--- src/rtl/hsv_pkg.sv ---
// hsv_pkg: shared widths, constants and the pipeline control struct
// for the hsv to rgb converter
// depends on: nothing
`default_nettype none

package hsv_pkg;

  localparam int STAGES = 6;

  localparam int HUE_W  = 16;
  localparam int UNIT_W = 13;
  localparam int DIST_W = 10;
  localparam int SD_W   = 23;
  localparam int W_W    = 22;
  localparam int VW_W   = 35;
  localparam int CH_W   = 8;

  localparam logic [UNIT_W-1:0] UNIT_ONE = 13'd4096;
  localparam logic [W_W-1:0]    W_FULL   = 22'd3932160;

  typedef struct packed {
    logic [STAGES-1:0] en;
    logic [STAGES-1:0] vld;
  } hsv_ctrl_t;

endpackage

`default_nettype wire

--- src/rtl/hsv_ifs.sv ---
// hsv_in_if / hsv_out_if: valid-ready channels for hsv requests and rgb results
// depends on: nothing
`default_nettype none

interface hsv_in_if;
  logic               valid;
  logic               ready;
  logic signed [15:0] hue;
  logic signed [15:0] saturation;
  logic signed [15:0] brightness;

  modport source (output valid, hue, saturation, brightness, input ready);
  modport sink   (input valid, hue, saturation, brightness, output ready);
endinterface

interface hsv_out_if;
  logic       valid;
  logic       ready;
  logic [7:0] red;
  logic [7:0] green;
  logic [7:0] blue;

  modport source (output valid, red, green, blue, input ready);
  modport sink   (input valid, red, green, blue, output ready);
endinterface

`default_nettype wire

--- src/rtl/hsv_pipe_ctrl.sv ---
// hsv_pipe_ctrl: per-stage valid bits and load enables of the pipeline
// depends on: hsv_pkg
`default_nettype none

module hsv_pipe_ctrl
  import hsv_pkg::*;
(
  input  wire logic      clk,
  input  wire logic      rst,
  input  wire logic      in_valid,
  input  wire logic      out_ready,
  output hsv_ctrl_t      ctrl
);

  logic [STAGES-1:0] vld;
  logic [STAGES-1:0] en;

  // a stage loads when it is empty or its successor moves on
  always_comb begin
    en[STAGES-1] = !vld[STAGES-1] || out_ready;
    for (int i = STAGES - 2; i >= 0; i--) begin
      en[i] = !vld[i] || en[i+1];
    end
  end

  always_ff @(posedge clk) begin
    if (rst) begin
      vld <= '0;
    end else begin
      if (en[0]) vld[0] <= in_valid;
      for (int i = 1; i < STAGES; i++) begin
        if (en[i]) vld[i] <= vld[i-1];
      end
    end
  end

  assign ctrl.en  = en;
  assign ctrl.vld = vld;

endmodule

`default_nettype wire

--- src/rtl/hsv_hue_path.sv ---
// hsv_hue_path: stages one to three, clamps s and v, wraps the hue into one turn
// and picks each channel's weight distance; depends on: hsv_pkg
`default_nettype none

module hsv_hue_path
  import hsv_pkg::*;
(
  input  wire logic                    clk,
  input  wire hsv_ctrl_t               ctrl,
  input  wire logic signed [HUE_W-1:0] hue,
  input  wire logic signed [HUE_W-1:0] saturation,
  input  wire logic signed [HUE_W-1:0] brightness,
  output logic [UNIT_W-1:0]            s_out,
  output logic [UNIT_W-1:0]            v_out,
  output logic [DIST_W-1:0]            d_red,
  output logic [DIST_W-1:0]            d_green,
  output logic [DIST_W-1:0]            d_blue
);

  localparam logic [2:0] SEC_0 = 3'd0;
  localparam logic [2:0] SEC_1 = 3'd1;
  localparam logic [2:0] SEC_2 = 3'd2;
  localparam logic [2:0] SEC_3 = 3'd3;
  localparam logic [2:0] SEC_4 = 3'd4;
  localparam logic [2:0] SEC_5 = 3'd5;

  localparam logic [DIST_W-1:0] D_FULL = 10'd960;

  function automatic logic [UNIT_W-1:0] clamp_unit(input logic signed [HUE_W-1:0] a);
    logic [UNIT_W-1:0] r;
    if (a[HUE_W-1]) r = '0;
    else if (a > $signed({3'b000, UNIT_ONE})) r = UNIT_ONE;
    else r = a[UNIT_W-1:0];
    return r;
  endfunction

  // stage 1: offset binary plus 1792 is hue plus six turns, then drop 8 and 4 turns
  logic [16:0] u;
  logic [16:0] u_a;
  logic [14:0] h1_next;
  logic [14:0] h1;
  logic [UNIT_W-1:0] s1, v1;

  always_comb begin
    u       = {1'b0, ~hue[15], hue[14:0]} + 17'd1792;
    u_a     = (u >= 17'd46080) ? u - 17'd46080 : u;
    h1_next = (u_a >= 17'd23040) ? 15'(u_a - 17'd23040) : u_a[14:0];
  end

  always_ff @(posedge clk) begin
    if (ctrl.en[0]) begin
      h1 <= h1_next;
      s1 <= clamp_unit(saturation);
      v1 <= clamp_unit(brightness);
    end
  end

  // stage 2: drop 2 and 1 turns
  logic [14:0] h_b;
  logic [12:0] h2_next;
  logic [12:0] h2;
  logic [UNIT_W-1:0] s2, v2;

  always_comb begin
    h_b     = (h1 >= 15'd11520) ? h1 - 15'd11520 : h1;
    h2_next = (h_b >= 15'd5760) ? 13'(h_b - 15'd5760) : h_b[12:0];
  end

  always_ff @(posedge clk) begin
    if (ctrl.en[1]) begin
      h2 <= h2_next;
      s2 <= s1;
      v2 <= v1;
    end
  end

  // stage 3: sector, distance from the sector peak, weight per channel
  logic [10:0]       f;
  logic [DIST_W-1:0] gap;
  logic [2:0]        sector;
  logic [DIST_W-1:0] dr_next, dg_next, db_next;

  always_comb begin
    if (h2 >= 13'd3840)      f = 11'(h2 - 13'd3840);
    else if (h2 >= 13'd1920) f = 11'(h2 - 13'd1920);
    else                     f = h2[10:0];
    gap = (f >= 11'd960) ? 10'(f - 11'd960) : 10'(11'd960 - f);

    priority if (h2 >= 13'd4800) sector = SEC_5;
    else if (h2 >= 13'd3840)     sector = SEC_4;
    else if (h2 >= 13'd2880)     sector = SEC_3;
    else if (h2 >= 13'd1920)     sector = SEC_2;
    else if (h2 >= 13'd960)      sector = SEC_1;
    else                         sector = SEC_0;

    // zero distance gives chroma, full distance gives nothing on top of m
    unique case (sector)
      SEC_0: begin dr_next = '0;     dg_next = gap;    db_next = D_FULL; end
      SEC_1: begin dr_next = gap;    dg_next = '0;     db_next = D_FULL; end
      SEC_2: begin dr_next = D_FULL; dg_next = '0;     db_next = gap;    end
      SEC_3: begin dr_next = D_FULL; dg_next = gap;    db_next = '0;     end
      SEC_4: begin dr_next = gap;    dg_next = D_FULL; db_next = '0;     end
      default: begin dr_next = '0;   dg_next = D_FULL; db_next = gap;    end
    endcase
  end

  always_ff @(posedge clk) begin
    if (ctrl.en[2]) begin
      d_red   <= dr_next;
      d_green <= dg_next;
      d_blue  <= db_next;
      s_out   <= s2;
      v_out   <= v2;
    end
  end

endmodule

`default_nettype wire

--- src/rtl/hsv_chan_path.sv ---
// hsv_chan_path: stages four to six of one color channel,
// value = (17 * v * (3932160 - s * d)) >> 30; depends on: hsv_pkg
`default_nettype none

module hsv_chan_path
  import hsv_pkg::*;
(
  input  wire logic              clk,
  input  wire hsv_ctrl_t         ctrl,
  input  wire logic [UNIT_W-1:0] s,
  input  wire logic [UNIT_W-1:0] v,
  input  wire logic [DIST_W-1:0] d,
  output logic [CH_W-1:0]        level
);

  logic [SD_W-1:0]   sd;
  logic [UNIT_W-1:0] v4;
  logic [W_W-1:0]    w;
  logic [VW_W-1:0]   vw;
  logic [VW_W+3:0]   p;

  // stage 4
  always_ff @(posedge clk) begin
    if (ctrl.en[3]) begin
      sd <= SD_W'(s) * SD_W'(d);
      v4 <= v;
    end
  end

  // stage 5, sd never exceeds the full weight
  assign w = W_FULL - sd[W_W-1:0];

  always_ff @(posedge clk) begin
    if (ctrl.en[4]) begin
      vw <= VW_W'(v4) * VW_W'(w);
    end
  end

  // stage 6: times 17 as shift and add, top never exceeds 255
  assign p = {vw, 4'b0000} + (VW_W+4)'(vw);

  always_ff @(posedge clk) begin
    if (ctrl.en[5]) begin
      level <= p[37:30];
    end
  end

endmodule

`default_nettype wire

--- src/rtl/hsv_to_rgb_converter.sv ---
// hsv_to_rgb_converter: top level, hsv pixel in, 8-bit rgb pixel out
// depends on: hsv_pkg, hsv_ifs, hsv_pipe_ctrl, hsv_hue_path, hsv_chan_path
//
// usage
//   hsv: valid-ready request channel carrying hue (1/16 degree, signed),
//        saturation and brightness (signed, 4096 = 1.0)
//   rgb: valid-ready result channel carrying red, green, blue
//   every request gives exactly one result, in order
//   throughput: one request per cycle, sustained while rgb.ready is high
//   six register stages: two for the hue wrap, one for sector and weights,
//   one per multiplier (s times distance, v times weight), one for the output
//   each stage has its own valid bit and loads when empty or moving on,
//   so bubbles are squeezed out and requests are still taken while a result
//   waits on rgb, until every stage holds one
//   receiver stall: results hold on rgb, nothing is lost or repeated
//   reset (rst, synchronous): all valid bits clear, rgb.valid goes low
`default_nettype none

module hsv_to_rgb_converter
  import hsv_pkg::*;
(
  input  wire logic  clk,
  input  wire logic  rst,
  hsv_in_if.sink     hsv,
  hsv_out_if.source  rgb
);

  hsv_ctrl_t         ctrl;
  logic [UNIT_W-1:0] s3, v3;
  logic [DIST_W-1:0] d_red, d_green, d_blue;

  hsv_pipe_ctrl u_ctrl (
    .clk       (clk),
    .rst       (rst),
    .in_valid  (hsv.valid),
    .out_ready (rgb.ready),
    .ctrl      (ctrl)
  );

  hsv_hue_path u_hue (
    .clk        (clk),
    .ctrl       (ctrl),
    .hue        (hsv.hue),
    .saturation (hsv.saturation),
    .brightness (hsv.brightness),
    .s_out      (s3),
    .v_out      (v3),
    .d_red      (d_red),
    .d_green    (d_green),
    .d_blue     (d_blue)
  );

  hsv_chan_path u_red (
    .clk   (clk),
    .ctrl  (ctrl),
    .s     (s3),
    .v     (v3),
    .d     (d_red),
    .level (rgb.red)
  );

  hsv_chan_path u_green (
    .clk   (clk),
    .ctrl  (ctrl),
    .s     (s3),
    .v     (v3),
    .d     (d_green),
    .level (rgb.green)
  );

  hsv_chan_path u_blue (
    .clk   (clk),
    .ctrl  (ctrl),
    .s     (s3),
    .v     (v3),
    .d     (d_blue),
    .level (rgb.blue)
  );

  assign hsv.ready = ctrl.en[0];
  assign rgb.valid = ctrl.vld[STAGES-1];

endmodule

`default_nettype wire

--- src/flat_wrapper.sv ---
// flat-port wrapper written by rule: the top's interface ports become plain ports
module hsv_to_rgb_converter_flat import hsv_pkg::*;
  (clk, rst, hsv_valid, hsv_hue, hsv_saturation, hsv_brightness, hsv_ready, rgb_valid, rgb_red, rgb_green, rgb_blue, rgb_ready);
  hsv_in_if hsv_i ();
  hsv_out_if rgb_i ();
  input  wire logic clk;
  input  wire logic rst;
  input wire logic [$bits(hsv_i.valid)-1:0] hsv_valid;
  input wire logic [$bits(hsv_i.hue)-1:0] hsv_hue;
  input wire logic [$bits(hsv_i.saturation)-1:0] hsv_saturation;
  input wire logic [$bits(hsv_i.brightness)-1:0] hsv_brightness;
  output wire logic [$bits(hsv_i.ready)-1:0] hsv_ready;
  output wire logic [$bits(rgb_i.valid)-1:0] rgb_valid;
  output wire logic [$bits(rgb_i.red)-1:0] rgb_red;
  output wire logic [$bits(rgb_i.green)-1:0] rgb_green;
  output wire logic [$bits(rgb_i.blue)-1:0] rgb_blue;
  input wire logic [$bits(rgb_i.ready)-1:0] rgb_ready;
  assign hsv_i.valid = hsv_valid;
  assign hsv_i.hue = hsv_hue;
  assign hsv_i.saturation = hsv_saturation;
  assign hsv_i.brightness = hsv_brightness;
  assign hsv_ready = hsv_i.ready;
  assign rgb_valid = rgb_i.valid;
  assign rgb_red = rgb_i.red;
  assign rgb_green = rgb_i.green;
  assign rgb_blue = rgb_i.blue;
  assign rgb_i.ready = rgb_ready;
  hsv_to_rgb_converter u_core (.clk(clk), .rst(rst), .hsv(hsv_i), .rgb(rgb_i));
endmodule
--- config.mk ---
export PLATFORM = sky130hd
export DESIGN_NAME = hsv_to_rgb_converter_flat
export DESIGN_NICKNAME = d
export VERILOG_FILES = /design/src/rtl/hsv_pkg.sv /design/src/rtl/hsv_ifs.sv /design/src/rtl/hsv_pipe_ctrl.sv /design/src/rtl/hsv_hue_path.sv /design/src/rtl/hsv_chan_path.sv /design/src/rtl/hsv_to_rgb_converter.sv /design/src/flat_wrapper.sv
export SDC_FILE = /design/constraint.sdc
export NUM_CORES = 2
export LEC_CHECK = 0
export BUFFER_PORTS_ARGS = -buffer_cell sky130_fd_sc_hd__buf_2
export CAP_MARGIN = 20
export CELL_PAD_IN_SITES_DETAIL_PLACEMENT = 0
export CELL_PAD_IN_SITES_GLOBAL_PLACEMENT = 2
export CORE_MARGIN = 5
export CORE_UTILIZATION = 39
export DETAILED_ROUTE_END_ITERATION = 10
export PLACE_DENSITY = 0.87
export RECOVER_POWER = 25
export SLEW_MARGIN = 5
export SYNTH_ARGS = -nofsm -noshare
export SYNTH_HDL_FRONTEND = slang
export SYNTH_SLANG_ARGS = --single-unit
--- constraint.sdc ---
create_clock -name clk -period 7.9 [get_ports clk]
set_clock_uncertainty 0.15 [all_clocks]
set_input_delay 0 -clock clk [delete_from_list [all_inputs] [get_ports clk]]
set_output_delay 0 -clock clk [all_outputs]
set_load 0.05 [all_outputs]
; Word level (Yosys, flattened, before mapping)
; Cells that the tools add are included.
[classes]
muxes = 17
n_lt_le_gt_ge = 12
n_mul = 6
bitwise_logic = 1
n_eq_ne = 4
add_sub_neg = 15
n_reduce_logical = 21
[ops]
columns = operator, count
row1 = adder 38 x 35 -> 38 bit, 3
row2 = multiplier 13 x 22 -> 35 bit, 3
row3 = multiplier 13 x 10 -> 22 bit, 3
row4 = "subtractor 22 bit, first input constant", 3
row5 = one-hot mux 10 bit (2 select lines), 3
row6 = 2-to-1 mux 13 bit, 3
row7 = "> comparator 16 x 14 -> 1 bit, second input constant", 2
row8 = 2-to-1 mux 15 bit, 2
row9 = ">= comparator 13 x 12 -> 1 bit, second input constant", 2
row10 = 2-to-1 mux 11 bit, 2
row11 = "subtractor 11 bit, second input constant", 2
row12 = "adder 16 x 11 -> 17 bit, second input constant", 1
row13 = ">= comparator 17 x 15 -> 1 bit, second input constant", 1
row14 = ">= comparator 17 x 16 -> 1 bit, second input constant", 1
row15 = 2-to-1 mux 17 bit, 1
row16 = "subtractor 17 x 16 -> 17 bit, second input constant", 1
row17 = OR reduction 2 bit, 8
row18 = ">= comparator 15 x 13 -> 1 bit, second input constant", 1
row19 = ">= comparator 15 x 14 -> 1 bit, second input constant", 1
row20 = "subtractor 15 x 14 -> 15 bit, second input constant", 1
row21 = "subtractor 15 bit, second input constant", 1
row22 = ">= comparator 13 x 10 -> 1 bit, second input constant", 1
row23 = ">= comparator 13 x 11 -> 1 bit, second input constant", 1
row24 = ">= comparator 13 bit, second input constant", 1
row25 = other kinds (15), 28
[totals]
output_inout_bits = 26
regBits = 350

; Logic depth before layout (Yosys ltp)
[depth]
word_depth = 9
depth_mapped = 29
mapped_depth_nobuf = 28

; Cells and area by module
; From an unflattened synthesis, not the netlist that was laid out.
[unflattened]
hier_cells = 5921
area_unflattened_um2 = 57096.0
[modules_own_cells]
columns = module, cells_each, area_per_inst_um2, n_inst, seq_area_each_um2
row1 = hsv_chan_path at u_core.u_red, 1818, 16881.2, 1, 2342.2
row2 = hsv_chan_path at u_core.u_green, 1801, 16852.4, 1, 2342.2
row3 = hsv_chan_path at u_core.u_blue, 1778, 16691.0, 1, 2342.2
row4 = hsv_hue_path, 498, 6444.9, 1, 4083.9
row5 = hsv_pipe_ctrl, 26, 226.5, 1, 120.1

; Worst setup path after synthesis
; No wires, ideal clock.
[synth_timing]
path_type = register -> register
from = reg u_core.u_blue.sd[3]
to = reg u_core.u_blue.vw[34], data pin
path_stages_with_launch = 26
n_path_buf = 1
t_arrival_ns = 7.001
setup_ns = 0.260
period_less_slack_ns = 7.411
path_slack_ns = 0.489
cell_sequence = edfxtp_1 -> nor4_1 -> nand2_1 -> nor4_1 -> xnor2_1 -> clkbuf_1 -> nand2_1 -> fa_1 -> fa_1 -> inv_1 -> fa_1 -> fa_1 -> inv_1 -> fa_1 -> inv_1 -> ha_1 -> a211o_1 -> a2111oi_0 -> a211oi_1 -> a211oi_1 -> o21ai_1 -> a2111o_1 -> a211o_1 -> a21oi_1 -> o21bai_1 -> xnor2_1
[synth_between]
elab_chain_len = 2
[synth_rtl]
columns = item, line_no
row1 = start: declaration, hsv_chan_path.sv:16  ; logic [SD_W-1:0] sd;
row2 = start signal: assignment, hsv_chan_path.sv:25  ; sd <= SD_W'(s) * SD_W'(d);
row3 = subtractor 22 bit, hsv_chan_path.sv:31  ; assign w = W_FULL - sd[W_W-1:0];
row4 = multiplier 13 x 22 -> 35 bit, hsv_chan_path.sv:35  ; vw <= VW_W'(v4) * VW_W'(w);
row5 = end signal: assignment, hsv_chan_path.sv:35
row6 = end: declaration, hsv_chan_path.sv:19  ; logic [VW_W-1:0] vw;
; Every way passes these cells.
; A chain may end at the register's enable or synchronous reset.

; Worst setup path after layout
[layout_timing]
from = reg u_core.u_red.sd[10]
to = reg u_core.u_red.vw[33], data pin
[layout_between]
elab_chain_len = 2
[layout_rtl]
columns = item, line_no
row1 = start: declaration, hsv_chan_path.sv:16
row2 = start signal: assignment, hsv_chan_path.sv:25
row3 = subtractor 22 bit, hsv_chan_path.sv:31
row4 = multiplier 13 x 22 -> 35 bit, hsv_chan_path.sv:35
row5 = end signal: assignment, hsv_chan_path.sv:35
row6 = end: declaration, hsv_chan_path.sv:19
; Every way passes these cells.

==> flow_summary.toml <==
[worst_hold_path]
hold_start = "hsv_saturation[13]"
whs_path_depth = 4
min_path_type = "primary input to flip-flop"
min_to = "u_core.u_hue.s1[12]"

[placement]
placedCellCount = 7540
place_ws_ps = 158
place.detailed.hpwl_um = 97300
io_buffer_count = 77
place_congestion = 0.818

[clocking]
clock_latency_ps = 630
clk_pin_slew_worst_paths_ps = 60
cts_tree = "done"
clock_path_buffers = 3
h-tree-depth = 2
clockRootBuffer = "clkbuf_16"
clock_sinks = 350
numCtsBuffers = 47

[timing]
slew_violations = 53
finalSetupViolations = 0
final.setup.tns_ps = 0
worst_pin_slew_ps = 2060
finalHoldViolCount = 0
slew_headroom = -0.372
setup_slack_ps = 253
max_freq_ghz = 0.131
timing.final.crit_share = 0.968
fin_crit_ps = 7650
hold_ws_ps = 67.8
rsz0062_at_grt = "no"

[power_and_ir_drop]
powerDensity_mw_per_mm2 = 188
peakVddDrop_mv = 0.196
leakage_nw = 30.1
power.total_mw = 11.3

[die]
num_io_pins = 78
die_w_um = 385
dieArea_mm2 = 0.148
coreArea_mm2 = 0.140
rows = 137
die_h_um = 385
start_util = 0.393

[synth]
yosysSeqAreaShare = 0.191
synth_edf_count = 344
ys_ff_latch = 350
syn_area_per_cell_um2 = 9.63
ys_warn_count = 0
syn_nets = 7167
netlist_area_mm2 = 0.0548
synth_cell_type_count = 79
async_flop_share = 0
ys.flop_type = "edfxtp_1"
synthTopCellsByArea = "fa_1 33%, edfxtp_1 19%, ha_1 12%"
synth_top_area_frac = 0.334
synthCells = 5689
synth_top_area_cell = "fa_1"

[detailed_routing]
routed_via_density = 4.89
drt-pass1-iter-count = 5
ant_nets = 0
postRouteWirelength_um = 122000
drc = 0
wl_per_cell_um = 15.8
first_iter_violations = 1606
dr_total_vias = 37700

[setup_path]
critPathMaxFanout = 9
worstPathArrival_ps = 7860
reg2reg_from = "u_core.u_red.sd[10]"
cp_slowest_cell = "fa_1"
critPathLaunchType = "flip-flop"
critical_path.max_stage_delay_ps = 590
reg2reg_depth = 23
r2r_slack_ps = 250
required_ps = 8110
path_common_cell = "fa_1"
end_kind = "flip-flop"
worstReg2RegEnd = "u_core.u_red.vw[33]"
crit_chain = "or4_4, or3_4, or4_4, or3_4, and3_1, fa_1, inv_1, fa_1, inv_1, fa_1, fa_1, fa_1, ha_1, a21o_1, a21o_1, a21o_1, a21o_1, a21oi_1, o21a_1, o21ai_4, a21oi_1, mux2i_1, nand3_1"
crit_type = "flip-flop to flip-flop"

[finish]
num-nets-final = 7276
drive_above_1_share = 0.0536
antennaDiodeCount = 0
stdcell_count = 7712
fillers = 13600
syn_to_final_growth_pct = 10.2

[grt]
grt_pass1_wl_um = 209000
grt_max_degree = 80
grt_util_all_layers = 0.171
grt_overflow = 0
grt_pass1_vias = 40600
antenna_found_initial = 3

[status]
status = "finished with violations"
violations = "capacitance limit, slew limit"

[run]
maxCapViolCount = 2
==> power by group <==
group	internal (mW)	switching, mW
Sequential	2.62	0.547
Combinational	2.28	3.62
Clock	1.37	0.905
Total	6.27	5.07
==> what timing repair did <==
item,4_1_cts,5_1_grt
buffers inserted,0,0
gates resized for setup,0,28
hold endpoints to repair,66,0
setup endpoints to repair,0,13
hold buffers,85,0
==> cells by family after synthesis <==
kind of cell | Yosys count | share of synthesized area
simple gates | 1768 | 0.159
fa+ha+maj | 1426 | 0.451
buf+inv | 1353 | 0.0932
compound gates | 532 | 0.0641
flops | 350 | 0.191
xor+xnor | 249 | 0.0401
mux | 11 | 0.00203
==> cells in the mapped netlist, types with 5 or more instances <==
library cell / instances
nor2b_1: 23
clkbuf_1: 230
a21oi_1: 151
dfxtp_1: 6
a31oi_1: 15
o21ai_0: 80
nor4_1: 27
o211ai_1: 16
a21o_1: 84
nor2_1: 157
nand2b_1: 15
nor3_1: 46
xor2_1: 78
mux2i_1: 10
o31a_1: 9
or4_1: 5
or3_1: 8
a211oi_1: 21
fa_1: 915
a31o_2: 9
o21ai_1: 5
o21a_1: 34
nand3_1: 40
nand4_1: 20
xnor2_1: 169
o22ai_1: 6
edfxtp_1: 344
a211o_1: 11
a221oi_1: 5
o31ai_1: 8
or2_2: 10
inv_1: 1114
a2111oi_0: 10
and2_1: 601
and3_1: 23
nand2_1: 772
ha_1: 511
o21bai_1: 24
==> stage by stage <==
stage | cell area, µm² | utilization
2_1_floorplan | 54800 | -
3_3_place_gp | 57700 | 0.414
3_5_place_dp | 57700 | 0.414
4_1_cts | 60200 | 0.432
5_1_grt | 60300 | 0.433
6_report | 60300 | 0.433
==> layout make-up <==
cell class	count	area [µm²]	area share
repair buffers	299	2320	0.0385
inverters	1114	4180	0.0693
clock inverters	35	458	0.00759
clock buffers	52	1190	0.0198
multi-input cells	3986	39400	0.653
flip-flops and latches	350	10500	0.173
well taps	1876	2350	0.0389
==> cell usage in the layout (no fill, tap or decap), types with 8 or more instances in the layout <==
cell type         n
clkbuf_1         40
buf_4           124
o21ai_0          78
a31oi_1          15
xor2_1           76
inv_1          1113
o211ai_1         16
dlygate4sd3_1    85
a21o_1           84
o21a_1           34
and2_1          597
nand2_1         770
buf_12            9
ha_1            511
nand2b_1         14
bufinv_16         8
nor4_1           23
a21oi_1         150
or2_2            10
nor2_1          157
o21bai_1         24
xnor2_1         164
fa_1            915
a31o_2            9
a211oi_1         21
mux2i_1          10
a211o_1          11
o31a_1            9
nand3_1          39
buf_2            46
nand4_1          20
and3_1           23
clkbuf_16        47
nor2b_1          23
nor3_1           44
edfxtp_1        344
==> worst max-delay path, delay by kind of cell (launching register included) <==
kind / cells / cell delay (ps)
AO/OA/AOI/OAI: 8 / 1450
multiplexers: 1 / 220
AND/OR/NAND/NOR: 6 / 2090
buffers and inverters: 2 / 120
flip-flops: 1 / 450
adder cells (fa/ha/maj): 6 / 2890
==> how the worst max path moves through the flow <==
stage / end / from / slack, ps / cells after the start
after global placement: u_core.u_green.vw[30] / u_core.u_green.sd[3] / 190 / 27
after detailed placement: u_core.u_red.vw[33] / u_core.u_red.sd[10] / 160 / 23
final: u_core.u_red.vw[33] / u_core.u_red.sd[10] / 250 / 23
after CTS: u_core.u_red.vw[33] / u_core.u_red.sd[10] / 160 / 23
after floorplan: u_core.u_blue.vw[34] / u_core.u_blue.sd[3] / 490 / 25
after global routing: u_core.u_red.vw[34] / u_core.u_red.sd[10] / 10 / 24
==> metal layers <==
layer  up-vias  track usage  share of wire
li1      17900            -              -
met1     19000        0.241           0.47
met2       659        0.286           0.47
met3       109       0.0226          0.046
met4         0       0.0313          0.016
met5         -            0              0
==> sequential cells by signal, indices dropped and copies added (netlist names), 15 cells and up <==
register,flops
u_core.u_hue.h1,15
u_core.u_red.vw,35
u_core.u_blue.sd,22
u_core.u_blue.vw,35
u_core.u_green.vw,35
u_core.u_red.sd,22
u_core.u_green.sd,22
(Power assumes the default switching activity.)
